## src/rtl/binary_erosion_2x2_core_defines.svh

```systemverilog
// Assertion macros shared by the erosion core.
// Each use expands to one labeled concurrent assertion clocked on clk,
// switched off while rst_n is low.
`ifndef BINARY_EROSION_2X2_CORE_DEFINES_SVH
`define BINARY_EROSION_2X2_CORE_DEFINES_SVH

// A condition that holds at every clock edge.
`define BE2X2_CHECK(lbl, cond, msg) \
  lbl: assert property (@(posedge clk) disable iff (!rst_n) (cond)) else $error(msg);

// A consequence that holds at the same edge as its cause.
`define BE2X2_IMPLY(lbl, ante, cons, msg) \
  lbl: assert property (@(posedge clk) disable iff (!rst_n) (ante) |-> (cons)) \
    else $error(msg);

// A consequence that holds at the edge after its cause.
`define BE2X2_IMPLY_NEXT(lbl, ante, cons, msg) \
  lbl: assert property (@(posedge clk) disable iff (!rst_n) (ante) |=> (cons)) \
    else $error(msg);

`endif

```

## src/rtl/be2x2_pkg.sv

```systemverilog
package be2x2_pkg;

  localparam int MAX_WIDTH_DEF = 1024;
  localparam int MAX_HEIGHT    = 1024;

  localparam int CFG_W     = 11;
  localparam int CFG_IDX_W = 2;
  localparam int LEVEL_W   = 8;
  localparam int HGT_W     = $clog2(MAX_HEIGHT + 1);

  localparam int WIDTH_RST  = 640;
  localparam int HEIGHT_RST = 480;

  localparam logic [LEVEL_W-1:0] LEVEL_ON = 8'd255;

  typedef enum logic [CFG_IDX_W-1:0] {
    CFG_FRAME_WIDTH  = 2'd0,
    CFG_FRAME_HEIGHT = 2'd1
  } cfg_reg_t;

  // Per-item control carried from the address stage to the window stage.
  typedef struct packed {
    logic pix;
    logic emit;
    logic last;
    logic gate;
    logic cur;
    logic restart;
  } be_ctl_t;

endpackage

```

## src/rtl/binary_erosion_2x2_core.sv

```systemverilog
// Channel  Direction  Handshake           Payload
// in       input      in_valid/in_stall   in_kind, in_red_level
// out      output     out_valid/out_stall out_level, out_frame_last
// cfg      input      cfg_we              cfg_index, cfg_wdata
//
// One item is taken every cycle while in_stall is low.
// The line store is one memory with a read and a write each cycle; in a
// one-pixel-wide frame the same entry is read and written back to back and
// the written value is forwarded.
// Reset restores the configuration, counters, valid and window flags;
// the line store is not cleared, since an entry is always written in the
// row before it can reach a result. A held result under out_stall freezes
// the whole pipeline and raises in_stall in the same cycle.
`include "binary_erosion_2x2_core_defines.svh"

module binary_erosion_2x2_core #(
  parameter int MAX_WIDTH = be2x2_pkg::MAX_WIDTH_DEF
) (
  input  logic                           clk,
  input  logic                           rst_n,
  input  logic                           in_valid,
  output logic                           in_stall,
  input  logic                           in_kind,
  input  logic [be2x2_pkg::LEVEL_W-1:0]  in_red_level,
  output logic                           out_valid,
  input  logic                           out_stall,
  output logic [be2x2_pkg::LEVEL_W-1:0]  out_level,
  output logic                           out_frame_last,
  input  logic                           cfg_we,
  input  logic [be2x2_pkg::CFG_IDX_W-1:0] cfg_index,
  input  logic [be2x2_pkg::CFG_W-1:0]    cfg_wdata
);

  import be2x2_pkg::*;

  localparam int AW = $clog2(MAX_WIDTH);
  localparam int WW = $clog2(MAX_WIDTH + 1);
  localparam int HW = HGT_W;
  localparam int PW = $clog2(MAX_WIDTH * MAX_HEIGHT);
  localparam int EW = (WW > CFG_W) ? WW : CFG_W;
  localparam int W_RST_EFF = (WIDTH_RST > MAX_WIDTH) ? MAX_WIDTH : WIDTH_RST;
  localparam int TOTAL_M1_RST = W_RST_EFF * HEIGHT_RST - 1;

  function automatic logic [WW-1:0] eff_width(input logic [CFG_W-1:0] v);
    logic [EW-1:0] ve;
    ve = EW'(v);
    if (v == '0) return WW'(1);
    if (ve > EW'(MAX_WIDTH)) return WW'(MAX_WIDTH);
    return WW'(ve);
  endfunction

  function automatic logic [HW-1:0] eff_height(input logic [CFG_W-1:0] v);
    logic [EW-1:0] ve;
    ve = EW'(v);
    if (v == '0) return HW'(1);
    if (ve > EW'(MAX_HEIGHT)) return HW'(MAX_HEIGHT);
    return HW'(ve);
  endfunction

  // Configuration and frame counters.
  logic [WW-1:0]      w_eff_r, w_eff_nxt;
  logic [HW-1:0]      h_eff_r, h_eff_nxt;
  logic [PW-1:0]      total_m1_r, total_m1_nxt;
  logic [AW-1:0]      col_r, col_nxt;
  logic [HW-1:0]      row_r, row_nxt;
  logic [PW-1:0]      pos_r, pos_nxt;
  logic               cfg_restart;
  logic [WW+HW-1:0]   cfg_prod;

  // Window stage and output register.
  logic               b_valid_r;
  be_ctl_t            b_ctl_r;
  logic [AW-1:0]      b_addr_r;
  logic               left_r;
  logic               ul_r;
  logic               out_valid_r;
  logic [LEVEL_W-1:0] out_level_r;
  logic               out_last_r;

  logic               adv;
  logic               acc;
  logic               row_full;
  logic               col_last;
  logic               is_last_pos;
  logic               col_ge1;
  logic               pix_emit;
  logic               pix_keep;
  logic               flush_keep;
  be_ctl_t            a_ctl;
  logic               above;
  logic               level_on;

  assign adv      = !out_valid_r || !out_stall;
  assign in_stall = !adv;
  assign acc      = in_valid && adv;

  always_comb begin
    w_eff_nxt   = w_eff_r;
    h_eff_nxt   = h_eff_r;
    cfg_restart = 1'b0;
    if (cfg_we) begin
      unique case (cfg_reg_t'(cfg_index))
        CFG_FRAME_WIDTH: begin
          w_eff_nxt   = eff_width(cfg_wdata);
          cfg_restart = 1'b1;
        end
        CFG_FRAME_HEIGHT: begin
          h_eff_nxt   = eff_height(cfg_wdata);
          cfg_restart = 1'b1;
        end
        default: begin
          cfg_restart = 1'b0;
        end
      endcase
    end
    cfg_prod     = (WW+HW)'(w_eff_nxt) * (WW+HW)'(h_eff_nxt);
    total_m1_nxt = PW'(cfg_prod - (WW+HW)'(1));
  end

  assign row_full    = row_r >= h_eff_r;
  assign col_last    = (WW'(col_r) + WW'(1)) == w_eff_r;
  assign is_last_pos = pos_r == total_m1_r;
  assign col_ge1     = col_r != '0;
  assign pix_emit    = (row_r >= HW'(2)) || ((row_r == HW'(1)) && col_ge1);
  assign pix_keep    = !in_kind && !row_full;
  // A flush counts only once the frame is in and outputs remain.
  assign flush_keep  = in_kind && row_full && (pos_r <= total_m1_r);

  always_comb begin
    a_ctl.pix     = !in_kind;
    a_ctl.emit    = in_kind || pix_emit;
    a_ctl.last    = (in_kind || pix_emit) && is_last_pos;
    a_ctl.gate    = (row_r != '0) && col_ge1;
    a_ctl.cur     = |in_red_level;
    a_ctl.restart = in_kind && is_last_pos;
  end

  always_comb begin
    col_nxt = col_r;
    row_nxt = row_r;
    pos_nxt = pos_r;
    if (cfg_restart) begin
      col_nxt = '0;
      row_nxt = '0;
      pos_nxt = '0;
    end else if (acc && pix_keep) begin
      if (col_last) begin
        col_nxt = '0;
        row_nxt = row_r + HW'(1);
      end else begin
        col_nxt = col_r + AW'(1);
      end
      if (pix_emit) begin
        pos_nxt = pos_r + PW'(1);
      end
    end else if (acc && flush_keep) begin
      if (is_last_pos) begin
        col_nxt = '0;
        row_nxt = '0;
        pos_nxt = '0;
      end else begin
        pos_nxt = pos_r + PW'(1);
      end
    end
  end

  always_ff @(posedge clk) begin
    if (!rst_n) begin
      w_eff_r    <= WW'(W_RST_EFF);
      h_eff_r    <= HW'(HEIGHT_RST);
      total_m1_r <= PW'(TOTAL_M1_RST);
      col_r      <= '0;
      row_r      <= '0;
      pos_r      <= '0;
    end else begin
      w_eff_r    <= w_eff_nxt;
      h_eff_r    <= h_eff_nxt;
      if (cfg_restart) begin
        total_m1_r <= total_m1_nxt;
      end
      col_r      <= col_nxt;
      row_r      <= row_nxt;
      pos_r      <= pos_nxt;
    end
  end

  be2x2_line_buf #(
    .DEPTH (MAX_WIDTH)
  ) u_line_buf (
    .clk     (clk),
    .rst_n   (rst_n),
    .adv     (adv),
    .rd_en   (acc && pix_keep),
    .rd_addr (col_r),
    .wr_en   (b_valid_r && b_ctl_r.pix),
    .wr_addr (b_addr_r),
    .wr_data (b_ctl_r.cur),
    .above   (above)
  );

  always_ff @(posedge clk) begin
    if (adv) begin
      b_ctl_r  <= a_ctl;
      b_addr_r <= col_r;
    end
  end

  assign level_on = b_ctl_r.pix && b_ctl_r.gate && b_ctl_r.cur && above && left_r && ul_r;

  always_ff @(posedge clk) begin
    if (!rst_n) begin
      b_valid_r   <= 1'b0;
      left_r      <= 1'b0;
      ul_r        <= 1'b0;
      out_valid_r <= 1'b0;
    end else begin
      if (adv) begin
        b_valid_r   <= acc && (pix_keep || flush_keep);
        out_valid_r <= b_valid_r && b_ctl_r.emit;
      end
      if (cfg_restart || (adv && b_valid_r && b_ctl_r.restart)) begin
        left_r <= 1'b0;
        ul_r   <= 1'b0;
      end else if (adv && b_valid_r && b_ctl_r.pix) begin
        left_r <= b_ctl_r.cur;
        ul_r   <= above;
      end
    end
  end

  always_ff @(posedge clk) begin
    if (adv) begin
      out_level_r <= level_on ? LEVEL_ON : '0;
      out_last_r  <= b_ctl_r.last;
    end
  end

  assign out_valid      = out_valid_r;
  assign out_level      = out_level_r;
  assign out_frame_last = out_last_r;

  `BE2X2_IMPLY(a_level_code, out_valid_r, (out_level_r == LEVEL_ON) || (out_level_r == '0), "result level is neither 0 nor 255")
  `BE2X2_CHECK(a_row_bound, row_r <= h_eff_r, "row counter ran past the frame height")
  `BE2X2_CHECK(a_pos_bound, pos_r <= total_m1_r, "output position ran past the frame")
  `BE2X2_IMPLY_NEXT(a_stall_hold, b_valid_r && !adv, b_valid_r && $stable(b_addr_r), "window stage moved while stalled")
  `BE2X2_IMPLY(a_last_zero, out_valid_r && out_last_r, out_level_r == '0, "last output of a frame is not zero")

endmodule

```

## src/rtl/be2x2_line_buf.sv

```systemverilog
module be2x2_line_buf #(
  parameter int DEPTH = be2x2_pkg::MAX_WIDTH_DEF,
  localparam int AW = $clog2(DEPTH)
) (
  input  logic          clk,
  input  logic          rst_n,
  input  logic          adv,
  input  logic          rd_en,
  input  logic [AW-1:0] rd_addr,
  input  logic          wr_en,
  input  logic [AW-1:0] wr_addr,
  input  logic          wr_data,
  output logic          above
);

  logic mem [DEPTH];
  logic rd_q_r;
  logic fwd_r;
  logic fwd_d_r;

  always_ff @(posedge clk) begin
    if (adv && wr_en) begin
      mem[wr_addr] <= wr_data;
    end
  end

  always_ff @(posedge clk) begin
    if (adv && rd_en) begin
      rd_q_r  <= mem[rd_addr];
      fwd_d_r <= wr_data;
    end
  end

  // The array reads old data when the same entry is written in that cycle,
  // so the write value is kept aside and substituted.
  always_ff @(posedge clk) begin
    if (!rst_n) begin
      fwd_r <= 1'b0;
    end else if (adv && rd_en) begin
      fwd_r <= wr_en && (wr_addr == rd_addr);
    end
  end

  assign above = fwd_r ? fwd_d_r : rd_q_r;

endmodule
```

## config.mk

```make
export PLATFORM = sky130hd
export DESIGN_NAME = binary_erosion_2x2_core
export DESIGN_NICKNAME = d
export VERILOG_FILES = /design/src/rtl/be2x2_pkg.sv /design/src/rtl/binary_erosion_2x2_core.sv /design/src/rtl/be2x2_line_buf.sv
export VERILOG_INCLUDE_DIRS = /design/src /design/src/rtl
export SDC_FILE = /design/constraint.sdc
export NUM_CORES = 2
export LEC_CHECK = 0
export BUFFER_PORTS_ARGS = -buffer_cell sky130_fd_sc_hd__buf_4
export CAP_MARGIN = 5
export CELL_PAD_IN_SITES_DETAIL_PLACEMENT = 2
export CELL_PAD_IN_SITES_GLOBAL_PLACEMENT = 2
export CORE_MARGIN = 4
export CORE_UTILIZATION = 45
export DETAILED_ROUTE_END_ITERATION = 8
export PLACE_DENSITY_LB_ADDON = 0.08
export SYNTH_ARGS = -nofsm -noshare
export SYNTH_HDL_FRONTEND = slang
export SYNTH_SLANG_ARGS = --single-unit
export TNS_END_PERCENT = 100
```

## constraint.sdc

```tcl
create_clock -name clk -period 19.2 [get_ports clk]
set_input_delay 1.92 -clock clk [delete_from_list [all_inputs] [get_ports clk]]
set_output_delay 1.92 -clock clk [all_outputs]
set_load 0.05 [all_outputs]
```

Yosys cells after proc, flatten, opt, wreduce, memory -nomap -nowiden. Memories as Yosys holds them, arrays and structs flattened. A register that Yosys moved wholly into a read port is not among the register bits. Cells that the tools add are included. W data, S select, Z words.

Output and inout bits: 11. Input port bits: 27. Memories: 1. RAM bits: 1024. Register bits: 114. Word-level logic and storage cells: 127.

Reductions and logical operators: 47. Equality and inequality tests: 7. Mux-type cells: 40. $lt $le $gt $ge: 4. Bitwise logic cells: 1. $add $sub $neg: 5. Multiply operators: 1.

Memory list: u_line_buf.mem (words 1024, bits a word 1, read ports 1, clocked after memory_dff 1, wr ports 1, RTL line be2x2_line_buf.sv:16) `logic mem [DEPTH];`.

Operators by type and width (count): $mux W11 (14); $mux W20 (4); $mux W10 (4); $logic_and A1 B1 Y1 (24); $add A20 B1 Y20 const B (1); $eq A20 B20 Y1 (1); $le A20 B20 Y1 (1); $mul A11 B11 Y20 (1); $sub A20 B1 Y20 const B (1); $mux W1 (17); $add A10 B1 Y11 const B (1); $add A11 B1 Y11 const B (1); $eq A11 B1 Y1 const B (1); $eq A11 B11 Y1 (1); $ge A11 B11 Y1 (1); $ge A11 B2 Y1 const B (1); $gt A11 B11 Y1 const B (1); $logic_not A11 Y1 (1); $reduce_bool A11 Y1 (1); $add A10 B1 Y10 const B (1); $eq A10 B10 Y1 (1); $reduce_bool A10 Y1 (1); $mux W8 (1); $reduce_or A8 Y1 (1); 10 further kinds (23).

Longest topological paths before layout.
Depth in word-level cells: 13. Gate-level depth with buffers: 28. Gate-level depth less buffers: 25.

By module. A second synthesis with hierarchy kept.

Cell total of the unflattened synthesis: 4245. Area total of the unflattened synthesis: 54312.1 sq um.

By module, submodules not included: be2x2_line_buf (sequential area each 30829.6 sq um, cells each 3124, instances 1, area an instance 44730.4 sq um); binary_erosion_2x2_core (sequential area each 2282.2 sq um, cells each 1121, instances 1, area an instance 9581.7 sq um).

Worst setup path after synthesis. No wires, ideal clock.

Kind: register -> register. Start point: register b_ctl_r[1] (netlist name). End point: register u_line_buf.fwd_d_r (data pin). Data required time: 16.521 ns. Setup slack: 4.463 ns. Path buffers: 0. Setup time: 2.679 ns. Data arrival time: 12.058 ns. Stages on the path, launching flop included: 1. Period minus slack after synthesis: 14.737 ns. Path through: edfxtp_1.

RTL lines: start, declared (RTL line binary_erosion_2x2_core.sv:72) `be_ctl_t b_ctl_r;`; start signal, assigned (RTL line binary_erosion_2x2_core.sv:203) `b_ctl_r <= a_ctl;`; end signal, assigned (RTL line be2x2_line_buf.sv:30) `fwd_d_r <= wr_data;`; end, declared (RTL line be2x2_line_buf.sv:19) `logic fwd_d_r;`.

No word-level cell between the ends.

Worst setup path after layout.
Start point: input port cfg_index[1] (netlist name). End point: register total_m1_r[19].

Cells in the longest elaborated chain, start to end: 5. Elaborated cells between the ends (all ways): 11. Classes of those cells: add/sub (1); mul (1); eq/ne (1); mux (6); reduce/logical (2).

RTL lines: start, declared (RTL line binary_erosion_2x2_core.sv:30) `input logic [be2x2_pkg::CFG_IDX_W-1:0] cfg_index,`; $eq A2 B1 Y1 / $logic_not A2 Y1 (equally long branches) (RTL line binary_erosion_2x2_core.sv:102) `unique case (cfg_reg_t'(cfg_index))`; $mux W11 (RTL line binary_erosion_2x2_core.sv:102); $mux W11 (RTL line binary_erosion_2x2_core.sv:101) `if (cfg_we) begin`; $mul A11 B11 Y20 (RTL line binary_erosion_2x2_core.sv:116) `cfg_prod = (WW+HW)'(w_eff_nxt) * (WW+HW)'(h_eff_nxt);`; $sub A20 B1 Y20 (RTL line binary_erosion_2x2_core.sv:117) `total_m1_nxt = PW'(cfg_prod - (WW+HW)'(1));`; end signal, assigned (RTL line binary_erosion_2x2_core.sv:171) `total_m1_r <= PW'(TOTAL_M1_RST);`; end signal, assigned (RTL line binary_erosion_2x2_core.sv:179) `total_m1_r <= total_m1_nxt;`; end, declared (RTL line binary_erosion_2x2_core.sv:63) `logic [PW-1:0] total_m1_r, total_m1_nxt;`.

Parallel ways exist; a longest one is shown, timed or not. A chain may end at the register's enable or synchronous reset.

==> metrics.md <==
| Metric | Value |
|---|---|
| Avg WL per Cell | `32.94 um` |
| Crit path max-delay cell type | `o21ai_0` |
| Clock slew at reported path FFs | `60 ps` |
| Setup-failing EPs final | `0` |
| Max Clock Freq | `0.1256 GHz` |
| Reg2Reg Depth | `22` |
| Overall routing resource usage | `0.3082` |
| Place WS | `10500 ps` |
| Worst Tran Pin Value | `1329 ps` |
| GR Overflow Total | `0` |
| HPWL Detailed | `114200 um` |
| Period minus WS final | `7962 ps` |
| Area leader, netlist | `edfxtp_1` |
| Main area contributors after synthesis | `edfxtp_1 (57%), mux4_2 (8.2%), nor2_1 (7.5%)` |
| Critical path arrival | `8580 ps` |
| FFs w/ async S/R, synth | `0` |
| Initial antenna violation count | `1` |
| Flops & latches, synth | `1132` |
| DRC viols | `0` |
| Syn_area_per_cell | `12.55 um^2` |
| Antenna Violating Nets Remaining | `0` |
| CP startpoint | `cfg_index[1]` |
| Synth Area in Simple Gates | `0.1315` |
| Cell mode on critical path | `fa_1` |
| Clock Path Buffers | `3` |
| VDD IR max | `0.09450 mV` |
| Sink Count | `1132` |
| Storage element area | `33130 um^2` |
| Via count | `37060` |
| Crit path cell chain | `buf_4 > nor2b_1 > buf_4 > nand2_1 > o21ai_0 > nand2_1 > fa_1 > fa_1 > inv_1 > fa_1 > fa_1 > inv_1 > fa_1 > inv_1 > ha_1 > a21o_1 > o21bai_1 > or3b_2 > o221ai_1 > o21ai_0 > o41ai_1 > xnor2_1 > o22ai_1` |
| Tcrit/Tclk final | `0.4147` |
| Chip width | `356.8 um` |
| Core area | `120300 um^2` |
| Largest net degree at the start of global routing | `234` |
| Synth cell count leaders | `nor2_1 (1094), edfxtp_1 (1044), nand2_1 (304)` |
| Post-CTS Hold Fix Bufs | `0` |
| Io pins | `38` |
| FILL cells | `11560` |
| Main combinational cell family by area after synthesis | `simple AND/OR/NAND/NOR gates` |
| Worst relative slew slack | `0.1000` |
| Root Buffer | `clkbuf_16` |
| Worst R2R Start | `w_eff_r[3]` |
| CTS H-Tree Depth | `3` |
| Final Max Slew Viols | `0` |
| Pwr Total | `5.515 mW` |
| Clock Skews | `46.04 ps` |
| Final WS setup | `11240 ps` |
| Warnings, synthesis | `0` |
| Adder-Cell Fraction of Synth Area | `0.05251` |
| Area occupied by multi-input gates | `19380 um^2` |
| Worst Setup Path Type | `input port to flop` |
| TritonCTS Buffers | `121` |
| Reg-to-reg endpoint | `total_m1_r[19]` |
| Pwr dens | `91.29 nW/um^2` |
| Area share of the largest cell type after synthesis | `0.5726` |
| Worst EP required | `19820 ps` |
| CTS tree | `yes` |
| 1st-iter DRT viols | `4179` |
| RSZ-0062 raised after global routing | `no` |
| Worst Setup EP | `total_m1_r[19]` |
| Die span in y | `356.8 um` |
| Synth cell types | `84` |
| Syn-to-layout area delta | `10.33%` |
| Max Cap Viol | `0` |
| Setup TNS Final | `0 ps` |
| Status | `finished, final reports clean` |
| Crit path launch type | `input port` |
| Die area | `127300 um^2` |
| Post-synthesis mux area share | `0.1072` |
| CTS resizes | `0` |
| Compound-Gate Fraction of Synth Area | `0.05160` |
| Layout cells sized above 1 | `0.1368` |
| Post-synthesis sequential area ratio | `0.6048` |
| Setup Fix Bufs, Post-CTS | `0` |
| Vias per cell | `6.208` |
| Pre-Repair DR Iteration Count | `5` |
| Reg-to-reg slack, setup | `12950 ps` |
| Site Rows | `127` |
| Crit end category | `flop` |
| Vias in the first global route | `39740` |
| Crit path largest cell delay | `800 ps` |
| Starting density of the core | `0.4552` |
| Gate Count Post-Synth | `4362` |
| Global-route wire length before repair | `284100 um` |
| I/O Buffers | `37` |
| Fin. Hold Viols | `0` |
| Mapped Area | `54750 um^2` |
| Gpl congestion | `0.8156` |
| Most common cell in the synthesized netlist | `nor2_1` |
| Net Count, Synth | `4566` |
| Synth Area in XOR/XNOR | `0.006559` |
| Worst min path class | `flop to flop` |
| Commonest register cell after synthesis | `edfxtp_1` |
| Crit-path max FO | `24` |
| Worst skew pair latency | `750 ps` |
| Total wire length | `196600 um` |
| EDFF count, synth | `1044` |
| Leakage | `15.66 nW` |
| Final net count | `4456` |
worst max-delay path, delay by kind of cell:
kind	cells	cell delay, ps
fa+ha+maj	6	2740
compound gates	7	2090
simple gates	4	1190
buf+inv	5	460
xor+xnor	1	170
cells in the final DEF (no fill, tap or decap), drive strengths merged, types with 16 or more instances in the layout:
master	count
o21ai	74
and3	16
xnor2	26
a22oi	16
a21oi	90
nand2b	23
clkinv	50
o211ai	25
and2	45
buf	129
a221oi	21
o22ai	29
nor3	38
nor2b	18
inv	193
dfxtp	88
a211oi	23
edfxtp	1044
a21o	16
mux4	199
fa	88
clkbuf	153
mux2i	131
nand2	304
nor4	16
or4	17
nand3	74
nand4	17
ha	89
nor2	1094
area by class of cell:
cell class	instances	area share
flip-flops and latches	1132	0.5484
multi-input cells	2678	0.3208
clock buffers	153	0.05433
well taps	1612	0.03339
repair buffers	129	0.01765
clock inverters	74	0.01353
inverters	190	0.01181
diodes	1	0.00004143
logic make-up (layout without fill, tap and decap cells):
group | after synthesis | after routing
xor gates and xnor gates | 41 | 41
AOI/OAI and AO/OA | 408 | 408
and+or+nand+nor | 1715 | 1715
adders and majority gates | 177 | 177
buffers and inverters | 552 | 546
DFF | 1132 | 1132
muxes | 337 | 337
other | 0 | 1
per-stage QoR:
stage	hold slack (ps)	cell area [um^2]	std cells	util
2_1_floorplan	400.3	54750	4362	-
3_3_place_gp	403.3	56240	5738	0.4675
3_5_place_dp	439.6	56240	5738	0.4675
4_1_cts	454.2	60340	5965	0.5016
5_1_grt	457.1	60410	5968	0.5022
6_report	440.5	60410	5969	0.5022
sequential cells by signal (all words and copies together), names as in the netlist, 6 cells and up:
name / flops
w_eff_r: 11
h_eff_r: 11
row_r: 11
col_r: 10
u_line_buf.mem: 1024
b_addr_r: 10
b_ctl_r: 6
total_m1_r: 20
pos_r: 20
worst min-delay path by stage:
stage	start	to	slack (ps)	cells after the start
CTS	b_ctl_r[3]	out_frame_last	450	0
floorplan	b_ctl_r[3]	out_frame_last	400	0
detailed placement	b_ctl_r[3]	out_frame_last	440	0
finish	b_ctl_r[3]	out_frame_last	440	0
global placement	b_ctl_r[3]	out_frame_last	400	0
global route	b_ctl_r[3]	out_frame_last	460	0
per-layer routing:
| metal | vias up | track usage | wire, um |
|---|---|---|---|
| li1 | 15380 | - | - |
| met1 | 19920 | 0.3954 | 77380 |
| met2 | 1355 | 0.5274 | 97120 |
| met3 | 408 | 0.04630 | 12820 |
| met4 | 2 | 0.1250 | 9282 |
| met5 | - | 0 | 14 |
where the power goes:
| group | switching (mW) | internal, mW | leakage, nW |
|---|---|---|---|
| Sequential | 0.00968 | 2.66 | 6.82 |
| Clock | 1.03 | 1.41 | 1.98 |
| Combinational | 0.247 | 0.153 | 6.85 |
| Total | 1.29 | 4.23 | 15.7 |
Note: power is estimated with default switching activity, not from simulation.
